===== src/rtl/mfat_pkg.sv =====
`timescale 1ns / 1ps
`default_nettype none
// ----------------------------------------------------------------------------
// mfat_pkg: shared definitions for the motor feedback angle tracker
// Encoder geometry, register indexes, multiplier operand codes and the
// control bundle passed from the sequencer to the datapath.
// ----------------------------------------------------------------------------
package mfat_pkg;

  // The output field widths are fixed at a 13-bit encoder, so the span is a
  // power of two and every wrap is a mask.
  localparam int SPAN_BITS    = 13;
  localparam int ENCODER_SPAN = 1 << SPAN_BITS;
  localparam int HALF_SPAN    = ENCODER_SPAN / 2;

  // Configuration register indexes
  localparam logic [1:0] REG_ZERO_OFFSET  = 2'd0;
  localparam logic [1:0] REG_INV_RATIO    = 2'd1;
  localparam logic [1:0] REG_TORQUE_GAIN  = 2'd2;
  localparam logic [1:0] REG_CURRENT_GAIN = 2'd3;

  // Operand selection for the shared multiplier
  localparam logic [1:0] OP_INC = 2'd0;
  localparam logic [1:0] OP_TRQ = 2'd1;
  localparam logic [1:0] OP_SPD = 2'd2;
  localparam logic [1:0] OP_CUR = 2'd3;

  // Shared multiplier widths
  localparam int MUL_A_W = 31;
  localparam int MUL_B_W = 25;
  localparam int PROD_W  = MUL_A_W + MUL_B_W;

  typedef struct packed {
    logic       accept;
    logic       mul_en;
    logic [1:0] op_sel;
    logic       use_inc;
    logic       use_trq;
    logic       use_spd;
    logic       finish;
  } ctrl_t;

endpackage
`default_nettype wire


===== src/rtl/mfat_ctrl.sv =====
`timescale 1ns / 1ps
`default_nettype none
// ----------------------------------------------------------------------------
// mfat_ctrl: step sequencer
// Walks one frame through the four multiplies and hands the result to the
// output register once it is free.
// ----------------------------------------------------------------------------
module mfat_ctrl (
  input  wire logic     clk,
  input  wire logic     rst,
  input  wire logic     in_valid,
  input  wire logic     out_free,
  output logic          in_ready,
  output mfat_pkg::ctrl_t ctrl
);

  localparam logic [2:0] ST_IDLE = 3'd0;
  localparam logic [2:0] ST_INC  = 3'd1;
  localparam logic [2:0] ST_TRQ  = 3'd2;
  localparam logic [2:0] ST_SPD  = 3'd3;
  localparam logic [2:0] ST_CUR  = 3'd4;
  localparam logic [2:0] ST_DONE = 3'd5;

  logic [2:0] state;
  logic [2:0] state_next;

  always_comb begin
    state_next   = state;
    ctrl         = '0;
    ctrl.op_sel  = mfat_pkg::OP_INC;
    unique case (state)
      ST_IDLE: begin
        ctrl.accept = in_valid;
        if (in_valid) state_next = ST_INC;
      end
      ST_INC: begin
        ctrl.mul_en = 1'b1;
        ctrl.op_sel = mfat_pkg::OP_INC;
        state_next  = ST_TRQ;
      end
      ST_TRQ: begin
        ctrl.mul_en  = 1'b1;
        ctrl.op_sel  = mfat_pkg::OP_TRQ;
        ctrl.use_inc = 1'b1;
        state_next   = ST_SPD;
      end
      ST_SPD: begin
        ctrl.mul_en  = 1'b1;
        ctrl.op_sel  = mfat_pkg::OP_SPD;
        ctrl.use_trq = 1'b1;
        state_next   = ST_CUR;
      end
      ST_CUR: begin
        ctrl.mul_en  = 1'b1;
        ctrl.op_sel  = mfat_pkg::OP_CUR;
        ctrl.use_spd = 1'b1;
        state_next   = ST_DONE;
      end
      ST_DONE: begin
        // The current product is held in the multiplier until the output
        // register can take the result.
        ctrl.finish = out_free;
        if (out_free) state_next = ST_IDLE;
      end
      default: begin
        state_next = ST_IDLE;
      end
    endcase
  end

  assign in_ready = (state == ST_IDLE);

  always_ff @(posedge clk) begin
    if (rst) begin
      state <= ST_IDLE;
    end else begin
      state <= state_next;
    end
  end

endmodule
`default_nettype wire


===== config.mk =====
export PLATFORM = sky130hd
export DESIGN_NAME = mfat_ctrl
export DESIGN_NICKNAME = d
export VERILOG_FILES = /design/src/rtl/mfat_pkg.sv /design/src/rtl/mfat_ctrl.sv
export SDC_FILE = /design/constraint.sdc
export NUM_CORES = 1
export LEC_CHECK = 0
export ABC_AREA = 1
export BUFFER_PORTS_ARGS = -buffer_cell sky130_fd_sc_hd__buf_2
export CAP_MARGIN = 20
export CORE_AREA = 4 4 41 43
export CTS_CLUSTER_SIZE = 28
export DETAILED_ROUTE_END_ITERATION = 16
export DIE_AREA = 0 0 45 47
export GPL_TIMING_DRIVEN = 0
export HOLD_SLACK_MARGIN = 0.08
export PLACE_DENSITY_LB_ADDON = 0.2
export SLEW_MARGIN = 20
export SYNTH_ARGS = -nofsm -noshare
export SYNTH_HDL_FRONTEND = slang
export SYNTH_SLANG_ARGS = --single-unit

===== constraint.sdc =====
create_clock -name clk -period 1.78 [get_ports clk]
set_clock_uncertainty 0.1 [all_clocks]
set_input_delay 0.089 -clock clk [delete_from_list [all_inputs] [get_ports clk]]
set_output_delay 0.089 -clock clk [all_outputs]
set_load 0.01 [all_outputs]

* After elaboration in Yosys (flattened, before gate mapping) *
Cells that the tools add are included.

storage, ports and cells
  memories kept = 0
  bits of input ports = 4
  bits in writable memories = 0
  register bits = 3
  output and inout port bits = 9
  bits in read-only memories = 0
  latch bits = 0
  word-level logic and storage cells = 19

cells by class
  shifts and indexed selects = 0
  order comparisons = 0
  div/mod/pow operators = 0
  $add $sub $neg = 0
  reduce and logical (&&, ||, !) cells = 2
  multiplexer cells = 9
  equal/unequal tests = 7
  bitwise logic cells = 0
  $mul = 0

operator list
  operator                                                                count
  3-bit one-hot mux with 6 select lines                                   1
  3-bit one-hot mux with 4 select lines                                   1
  3-bit by 2-bit equality test with 1-bit output (second input constant)  2
  3-bit equality test (second input constant)                             2
  3-bit two-way mux                                                       2
  1-bit two-way mux                                                       5
  2-bit != test (second input constant)                                   2
  3-bit by 1-bit equality test with 1-bit output (second input constant)  1
  3-bit zero test                                                         1
  2-bit AND reduction                                                     1

* Depth between registers and ports, before layout *
  word-level depth = 3
  mapped depth = 5
  depth with buffers taken out = 5

* Worst setup path after synthesis *
No wires, ideal clock.

  kind = reg2out
  start point = reg state[0]
  end point = out ctrl[6] (netlist bit)
  arrival = 795 ps
  data required time = 1,591 ps
  stages on the path, launching flop included = 6
  path buffers = 0
  slack = 796 ps
  path through = dfxtp_1 -> inv_1 -> nand3_1 -> nand2_1 -> inv_1 -> nand3_1

RTL lines
  element                   line             text
  start: declaration        mfat_ctrl.sv:24  logic [2:0] state;
  start signal: assignment  mfat_ctrl.sv:77  state <= state_next;
  end: declaration          mfat_ctrl.sv:14  output mfat_pkg::ctrl_t ctrl

==> results.sh <==
export IMPL_reg2regPathDepth=5
export IMPL_grt_pass1_wl_um=828
export IMPL_avgSynthCellArea_um2=5.85
export IMPL_syn_inst=37
export IMPL_area_growth_pct=57.8
export IMPL_hold_viol=0
export IMPL_postCtsSetupRepairBufs=0
export IMPL_initial_core_util=0.166
export IMPL_vias_per_cell=3.70
export IMPL_clkLatencyLatePin_ns=0.23
export IMPL_leakagePower_nw=0.224
export IMPL_n_fill_cell=164
export IMPL_drive_above_1_share=0.382
export IMPL_cts_resized=0
export IMPL_crit_path_end_kind="output pin"
export IMPL_worstMarginPinSlew_ns=0.224
export IMPL_portBuffers=12
export IMPL_antenna_found_initial=0
export IMPL_nets=60
export IMPL_startpoint_type="register"
export IMPL_cts_buffers=3
export IMPL_cts_hold_buffers=2
export IMPL_required_ns=1.59
export IMPL_rsz0062_at_grt="false"
export IMPL_critPathMaxFanout=6
export IMPL_ys_warn_count=0
export IMPL_grt_usage=0.0561
export IMPL_synth_top_family_by_area="simple AND/OR/NAND/NOR gates"
export IMPL_syn_area_um2=216
export IMPL_synthAdderAreaFrac=0
export IMPL_synth_simple_area_share=0.451
export IMPL_drtPass1Iterations=2
export IMPL_use_met1=0.0636
export IMPL_cts_sink_count=3
export IMPL_drc_errors=0
export IMPL_regMostFlops="state"
export IMPL_fmax_mhz=716
export IMPL_clk_pin_slew_ns=0.04
export IMPL_place_hpwl_um=418
export IMPL_fin_util=0.263
export IMPL_synth_compound_area_share=0.0462
export IMPL_grt_pass1_vias=232
export IMPL_finalSetupTns_ns=0
export IMPL_die_x_um=45
export IMPL_dpl_cell_count=64
export IMPL_placed_area_um2=295
export IMPL_avgRoutedWirePerCell_um=7.41
export IMPL_htree_num_levels=1
export IMPL_reg_top3="state x3"
export IMPL_synth_mux_area_frac=0
export IMPL_ios=13
export IMPL_antenna_cells=0
export IMPL_ys_seq_area_frac=0.277
export IMPL_row_count=13
export IMPL_clock_tree_root_cell="clkbuf_4"
export IMPL_worst_ep_arrival_time_ns=1.21
export IMPL_routed_wirelength_um=519
export IMPL_hold_path_class="input pin to register"
export IMPL_drv_slew=0
export IMPL_drt_initial_drc_count=4
export IMPL_fin_crit_ns=1.40
export IMPL_hold_depth=5
export IMPL_post_route_period_util=0.784
export IMPL_power_density_nw_per_um2=864
export IMPL_ys_ff_latch=3
export IMPL_synthXorXnorAreaFrac=0
export IMPL_die_h_um=47
export IMPL_status="finished, final reports clean"
export IMPL_synth_nets=41
export IMPL_routabilityCongestion=0.686
export IMPL_layout_cells_non_filler=70
export IMPL_largest_reg_flops=3
export IMPL_ys_types=13
export IMPL_finalInstanceArea_um2=342
export IMPL_overflow=0
export IMPL_grt_max_degree=7
export IMPL_grt_util_met3=0.0153
export IMPL_cts_tree="built"
export IMPL_slew_headroom=0.850
export IMPL_maxCapViolations=0
export IMPL_die_area_um2=2120
export IMPL_top_usage_layer="met2"
export IMPL_core_um2=1300
export IMPL_grt_util_met2=0.0847
export IMPL_clk_path_buf_depth=2
export IMPL_worstSetupPathType="register to output pin"
export IMPL_setup_viol=0
export IMPL_drtAntennaViolNets=0
export IMPL_num_vias=259
export IMPL_ir_drop_v=0.000284
## cell usage in the layout, fill, tap and decap left out, drive strengths merged
cell type,n
dlygate4sd3,2
o21ai,1
dfxtp,3
nor2,7
inv,11
a21oi,1
clkbuf,4
nand2,6
nand4,1
buf,13
nand3,6
## cells by family after synthesis
kind of cell	count (synthesis)
simple gates	20
compound gates	2
buf+inv	12
flops	3
## report_power, final
| part | switching, mW | leakage (nW) | internal, mW | total, mW |
|---|---|---|---|---|
| sequential | 0.0101 | 0.0247 | 0.0746 | 0.0848 |
| clock | 0.0327 | 0.0150 | 0.0839 | 0.117 |
| combinational | 0.0533 | 0.184 | 0.0405 | 0.0939 |
## critical path, stage by stage (launching register included)
cell and delay, ns:
dfxtp_1 0.43, inv_1 0.08, nand3_1 0.12, nand2_1 0.06
inv_1 0.08, nand3_1 0.06, buf_2 0.14
## final timing paths
path	startpoint	endpoint	slack, ns
hold reg to reg	state[2]$_SDFFE_PP0P_	state[0]$_SDFFE_PP0P_	0.43
hold / removal	in_valid	state[0]$_SDFFE_PP0P_	0.13
setup reg to reg	state[0]$_SDFFE_PP0P_	state[2]$_SDFFE_PP0P_	0.75
setup / recovery	state[0]$_SDFFE_PP0P_	ctrl[6]	0.38
## per-stage QoR
stage	hold WS, ns	total power [mW]	setup WS [ns]
2_1_floorplan	0.0614	0.143	0.796
3_3_place_gp	0.192	0.179	0.603
3_5_place_dp	0.193	0.178	0.629
4_1_cts	0.124	0.305	0.368
5_1_grt	0.167	0.318	0.256
6_report	0.128	0.295	0.384
## routing by layer
layer / share of wire / up-vias
met4: 0 / 0
li1: - / 145
met5: 0 / -
met1: 0.42 / 108
met3: 0.089 / 0
met2: 0.49 / 6
## synthesized netlist by cell type
cell type / number / area share
a21oi_1: 1 / 0.023
buf_4: 1 / 0.035
dfxtp_1: 3 / 0.28
inv_1: 10 / 0.17
inv_2: 1 / 0.017
nand2_1: 4 / 0.069
nand2_2: 2 / 0.058
nand3_1: 5 / 0.12
nand3_2: 1 / 0.046
nand4_1: 1 / 0.029
nor2_1: 6 / 0.10
nor2_2: 1 / 0.029
o21ai_1: 1 / 0.023
## cell type report
type,count,area (um^2),area share
multi-input cells,22,108,0.315
well taps,15,18.8,0.0549
flip-flops and latches,3,60.1,0.176
repair buffers,14,80.1,0.234
clock buffers,4,26.3,0.0769
inverters,11,41.3,0.121
plain buffers,1,7.51,0.0220
Power figures use the tool's default switching activity.
