===== src/rtl/mfat_pkg.sv =====
`timescale 1ns / 1ps
`default_nettype none
// ----------------------------------------------------------------------------
// mfat_pkg: shared definitions for the motor feedback angle tracker
// Encoder geometry, register indexes, multiplier operand codes and the
// control bundle passed from the sequencer to the datapath.
// ----------------------------------------------------------------------------
package mfat_pkg;

  // The output field widths are fixed at a 13-bit encoder, so the span is a
  // power of two and every wrap is a mask.
  localparam int SPAN_BITS    = 13;
  localparam int ENCODER_SPAN = 1 << SPAN_BITS;
  localparam int HALF_SPAN    = ENCODER_SPAN / 2;

  // Configuration register indexes
  localparam logic [1:0] REG_ZERO_OFFSET  = 2'd0;
  localparam logic [1:0] REG_INV_RATIO    = 2'd1;
  localparam logic [1:0] REG_TORQUE_GAIN  = 2'd2;
  localparam logic [1:0] REG_CURRENT_GAIN = 2'd3;

  // Operand selection for the shared multiplier
  localparam logic [1:0] OP_INC = 2'd0;
  localparam logic [1:0] OP_TRQ = 2'd1;
  localparam logic [1:0] OP_SPD = 2'd2;
  localparam logic [1:0] OP_CUR = 2'd3;

  // Shared multiplier widths
  localparam int MUL_A_W = 31;
  localparam int MUL_B_W = 25;
  localparam int PROD_W  = MUL_A_W + MUL_B_W;

  typedef struct packed {
    logic       accept;
    logic       mul_en;
    logic [1:0] op_sel;
    logic       use_inc;
    logic       use_trq;
    logic       use_spd;
    logic       finish;
  } ctrl_t;

endpackage
`default_nettype wire


===== src/rtl/mfat_mul.sv =====
`timescale 1ns / 1ps
`default_nettype none
// ----------------------------------------------------------------------------
// mfat_mul: shared signed multiplier
// One signed multiply per enabled cycle, with the product registered.
// ----------------------------------------------------------------------------
module mfat_mul (
  input  wire logic                                clk,
  input  wire logic                                en,
  input  wire logic signed [mfat_pkg::MUL_A_W-1:0] a,
  input  wire logic signed [mfat_pkg::MUL_B_W-1:0] b,
  output logic signed [mfat_pkg::PROD_W-1:0]       prod
);

  always_ff @(posedge clk) begin
    if (en) begin
      prod <= a * b;
    end
  end

endmodule
`default_nettype wire


===== config.mk =====
export PLATFORM = sky130hd
export DESIGN_NAME = mfat_mul
export DESIGN_NICKNAME = d
export VERILOG_FILES = /design/src/rtl/mfat_pkg.sv /design/src/rtl/mfat_mul.sv
export SDC_FILE = /design/constraint.sdc
export NUM_CORES = 2
export LEC_CHECK = 0
export BUFFER_PORTS_ARGS = -buffer_cell sky130_fd_sc_hd__buf_2
export CAP_MARGIN = 20
export CORE_ASPECT_RATIO = 1.75
export CORE_MARGIN = 1.5
export CORE_UTILIZATION = 30
export DETAILED_ROUTE_END_ITERATION = 8
export PLACE_DENSITY_LB_ADDON = 0.08
export REMOVE_ABC_BUFFERS = 1
export SYNTH_ARGS = -nofsm -noshare
export SYNTH_HDL_FRONTEND = slang
export SYNTH_SLANG_ARGS = --single-unit

===== constraint.sdc =====
create_clock -name clk -period 10.2 [get_ports clk]
set_input_delay 2.04 -clock clk [delete_from_list [all_inputs] [get_ports clk]]
set_output_delay 2.04 -clock clk [all_outputs]
set_load 0.05 [all_outputs]

After elaboration in Yosys (flattened, before gate mapping)

Index checks and enable logic that the tools add are counted.

Bits in registers: 56
Logic and storage cells: 2
Input bits: 58
Output and inout bits: 56

Multiply operators: 1

Operator list:

| operator                     | number |
|---|---|
| multiplier 31 x 25 -> 56 bit | 1 |

Logic depth before layout (Yosys ltp)

Word-level depth: 1
Mapped depth: 27
Gate-level depth less buffers: 26

Worst setup path before layout

OpenSTA, ideal clock, no wires.

Kind: input-to-reg
From: input port a[30] in the netlist's numbering
To: register prod[54] in the netlist's numbering (data pin)
Stages: 25
Slack: 1.454 ns
Path buffers: 1
Data required time: 10.065 ns
Library setup time: 0.135 ns
Data arrival time: 8.611 ns
Path through: clkbuf_1 -> nand2_1 -> inv_1 -> fa_1 -> fa_1 -> inv_1 -> fa_1 -> inv_1 -> fa_1 -> fa_1 -> fa_1 -> inv_1 -> fa_1 -> inv_1 -> ha_1 -> and3_1 -> a31oi_1 -> o21ai_1 -> a31o_2 -> nand2b_1 -> a21o_1 -> o21ai_1 -> a31oi_1 -> or4b_1 -> nand3_1

Cells in the longest elaborated chain, start to end: 1

Ends and longest elaborated chain:

| item                         | RTL line       | RTL |
|---|---|---|
| start, declared              | mfat_mul.sv:10 | `input wire logic signed [mfat_pkg::MUL_A_W-1:0] a,` |
| multiplier 31 x 25 -> 56 bit | mfat_mul.sv:17 | `prod <= a * b;` |
| end signal, assigned         | mfat_mul.sv:17 |  |
| end, declared                | mfat_mul.sv:12 | `output logic signed [mfat_pkg::PROD_W-1:0] prod` |

Every way passes these cells.
A chain may end at the register's enable or synchronous reset.

Final worst setup path

From: input port b[1] in the netlist's numbering
To: register prod[55] in the netlist's numbering (data pin)

Cells in the longest elaborated chain, start to end: 1

Ends and longest elaborated chain:

| item                         | RTL line       | RTL |
|---|---|---|
| start, declared              | mfat_mul.sv:11 | `input wire logic signed [mfat_pkg::MUL_B_W-1:0] b,` |
| multiplier 31 x 25 -> 56 bit | mfat_mul.sv:17 |  |

Every way passes these cells.

==> results.md <==
- worst-case setup slack after placement: 0.190 ns
- number of nets in the layout: 4078
- setup tns final: 0 ns
- most frequent cell after synthesis: sky130_fd_sc_hd__fa_1
- violation count after the first detailed-route iteration: 667
- hold worst-path end: prod[52]$_DFFE_PP_
- minimum period implied by the final worst setup slack: 9.62 ns
- number of cells on the worst hold path: 1
- IO buf count: 113
- Vert. Die Dim: 414 um
- number of buffers created by CTS: 5
- number of flops mapped to enable cells by yosys: 56
- Critical Path RT: 10.31 ns
- flip-flop count of the largest register after layout: 56
- post-detailed-route wirelength per cell: 22.7 um
- Clk pin slew, worst setup/hold paths: 0.09 ns
- overall fraction of global-route tracks in use: 20.6%
- buffers inserted during post-CTS setup optimization: 0
- vias after detailed routing: 20036
- Synthesis Warnings: 0
- number of global-route vias before repair: 23929
- clk sink count: 56
- min-delay worst type: in2reg
- final hold slack: 2.08 ns
- io pins: 114
- horizontal die dimension: 238 um
- post-route worst setup slack: 0.576 ns
- async set-or-reset flop fraction in the synthesized netlist: 0%
- number of placement rows: 150
- normalized max-slew margin: 48.8%
- RSZ-0062 raised after global routing: no
- result of the run: finished clean
- arrival time of data at the critical path endpoint: 9.73 ns
- category of the worst setup path launch point: primary input
- dominant cells by area after synthesis: sky130_fd_sc_hd__fa_1 55%, sky130_fd_sc_hd__inv_1 9.8%, sky130_fd_sc_hd__and2_1 8.4%, sky130_fd_sc_hd__ha_1 6.6%, sky130_fd_sc_hd__edfxtp_1 5.8%
- Most Frequent Cell on Critical Path: sky130_fd_sc_hd__fa_1
- share of layout cells above drive strength 1: 7.23%
- portion of the clock cycle consumed by the worst path in the final layout: 94.4%
- number of antenna violations at the first check in global routing: 7
- share of the yosys chip area belonging to registers: 5.80%
- max-slew violation count: 0
- synthesized netlist cell count: 3004
- Post-synth top cells: 796 x sky130_fd_sc_hd__fa_1, 756 x sky130_fd_sc_hd__inv_1, 388 x sky130_fd_sc_hd__nand2_1
- CTS tree: yes
- count of unique library cells instantiated by Yosys: 53
- Largest regs: prod: 56 flops
- Die ar.: 0.0985 mm^2
- synthesized flop and latch total: 56
- primary flip-flop cell chosen by synthesis mapping: sky130_fd_sc_hd__edfxtp_1
- Antenna Violating Nets Remaining: 0
- endpoint type of the worst setup path: flip-flop
- starting density of the core: 30.3%
- cell chosen for the clock root: sky130_fd_sc_hd__clkbuf_16
- cell with the largest stage delay on the worst path: sky130_fd_sc_hd__fa_1
- GP Congestion: 0.820
- share of Yosys cell area claimed by the top area cell type: 55.0%
- Hold Path Origin: en
- cells resized by post-CTS repair: 0
- remaining routing DRC violations: 0
- CP peak stage delay: 0.57 ns
- overflow left after global routing: 0
- Synth area leader: sky130_fd_sc_hd__fa_1
- area grow syn2layout: 8.35%
- quantity of hold-fixing buffers added after cts: 0
- Std-Cell Core Area: 0.0955 mm^2
- number of iterations in the first detailed-routing pass: 5
- post-synthesis cell area: 0.0290 mm^2
- Via-to-Cell Ratio: 4.67
- register containing the most flip-flops in the final layout: prod
- hpwl dp: 85.4 mm
- achievable frequency: 0.104 GHz
- number of hold violations in the final report: 0
- Worst Setup Path Type: in2reg
- Filler Cells Inserted: 9989
- first-pass GRT wire length: 148 mm
- Avg Inst Size Synth: 9.65 um^2
- number of violations of the max-capacitance limit: 0
- maximum level of the CTS H-tree: 2
- largest net degree at the start of global routing: 49
- Slew @ Worst Pin: 0.768 ns
- Max Buffers Root-to-Sink: 2
- overall routed net length: 97.3 mm
- CP Max Fanout: 23
- setup-violating endpoint count in the final report: 0
## how the worst max path moves through the flow
stage,from,endpoint,cells past startpoint
after floorplan,a[30],prod[54]$_DFFE_PP_,24
after global placement,b[4],prod[54]$_DFFE_PP_,27
after detailed placement,b[4],prod[54]$_DFFE_PP_,27
after CTS,b[4],prod[54]$_DFFE_PP_,27
after global routing,b[1],prod[55]$_DFFE_PP_,26
final,b[1],prod[55]$_DFFE_PP_,26
## per-layer routing
layer	track usage [%]	vias to the layer above	wire, um
met5	0	-	15
met4	10.9	4	6120
met3	1.56	160	2160
met2	43.2	382	59300
met1	19.0	10751	29700
li1	-	8739	-
## stage by stage
step                cell area [um^2]  instances  util (%)
floorplan                      28400       2861         -
finish                         31400       4290      32.9
global placement               31200       4280      32.7
detailed placement             31200       4280      32.7
CTS                            31400       4288      32.9
global route                   31400       4290      32.9
## cell families (layout without fill, tap and decap cells)
kind of cell / Yosys count / count (layout) / share of synthesized area (%)
compound gates: 156 / 156 / 3.56
xor+xnor: 63 / 63 / 1.90
flops: 56 / 56 / 5.80
fa+ha+maj: 949 / 949 / 61.6
buf+inv: 900 / 968 / 11.7
simple gates: 878 / 878 / 15.4
other cells: 0 / 2 / 0
mux: 2 / 2 / 0.0734
## final cells by class
class / count / area, um^2 / area share [%]
antenna: 2 / 5.00 / 0.0159
clock buffer: 5 / 125 / 0.399
clock inverter: 3 / 27.5 / 0.0877
inverter: 757 / 2840 / 9.05
multi-input combinational: 2048 / 23900 / 76.2
sequential: 56 / 1680 / 5.36
tap: 1216 / 1520 / 4.85
timing repair buffer: 203 / 1280 / 4.07
## layout by cell type (no fill, tap or decap), types with 2 or more instances in the layout
cell                        synthesis  layout
sky130_fd_sc_hd__or3_1              3       3
sky130_fd_sc_hd__o21a_1             6       6
sky130_fd_sc_hd__nand2_1          388     388
sky130_fd_sc_hd__diode_2            0       2
sky130_fd_sc_hd__xor2_1            17      17
sky130_fd_sc_hd__a21oi_1           56      56
sky130_fd_sc_hd__and2_1           387     387
sky130_fd_sc_hd__nand3_1            6       6
sky130_fd_sc_hd__a31oi_1            7       7
sky130_fd_sc_hd__o21bai_1           6       6
sky130_fd_sc_hd__nor3_1             6       6
sky130_fd_sc_hd__o211ai_1           6       6
sky130_fd_sc_hd__fa_1             796     796
sky130_fd_sc_hd__nor2b_1           32      32
sky130_fd_sc_hd__o31ai_1            3       3
sky130_fd_sc_hd__nand4b_1           2       2
sky130_fd_sc_hd__ha_1             153     153
sky130_fd_sc_hd__edfxtp_1          56      56
sky130_fd_sc_hd__a211oi_1          10      10
sky130_fd_sc_hd__o21ai_1            4       4
sky130_fd_sc_hd__xnor2_1           46      46
sky130_fd_sc_hd__buf_4              0      87
sky130_fd_sc_hd__a31o_2             2       2
sky130_fd_sc_hd__a22oi_1            2       2
sky130_fd_sc_hd__and4_1             2       2
sky130_fd_sc_hd__clkbuf_16          0       5
sky130_fd_sc_hd__o21ai_0           25      25
sky130_fd_sc_hd__and3_1             6       6
sky130_fd_sc_hd__a211o_1            2       2
sky130_fd_sc_hd__nand2b_1           9       9
sky130_fd_sc_hd__nor2_1            26      26
sky130_fd_sc_hd__inv_1            756     756
sky130_fd_sc_hd__buf_12             0       3
sky130_fd_sc_hd__nand4_1            6       6
sky130_fd_sc_hd__buf_2              1     113
sky130_fd_sc_hd__a21o_1            15      15
## critical path, delay by kind of cell
family | cells | cell delay [ns]
AO/OA/AOI/OAI | 7 | 2.08
AND/OR/NAND/NOR | 1 | 0.20
adder cells (fa/ha/maj) | 8 | 4.03
buffers and inverters | 9 | 1.27
XOR/XNOR | 1 | 0.08
Power is not shown: default switching activity piles up to over one toggle a cycle in this logic, so the estimate is an artifact.
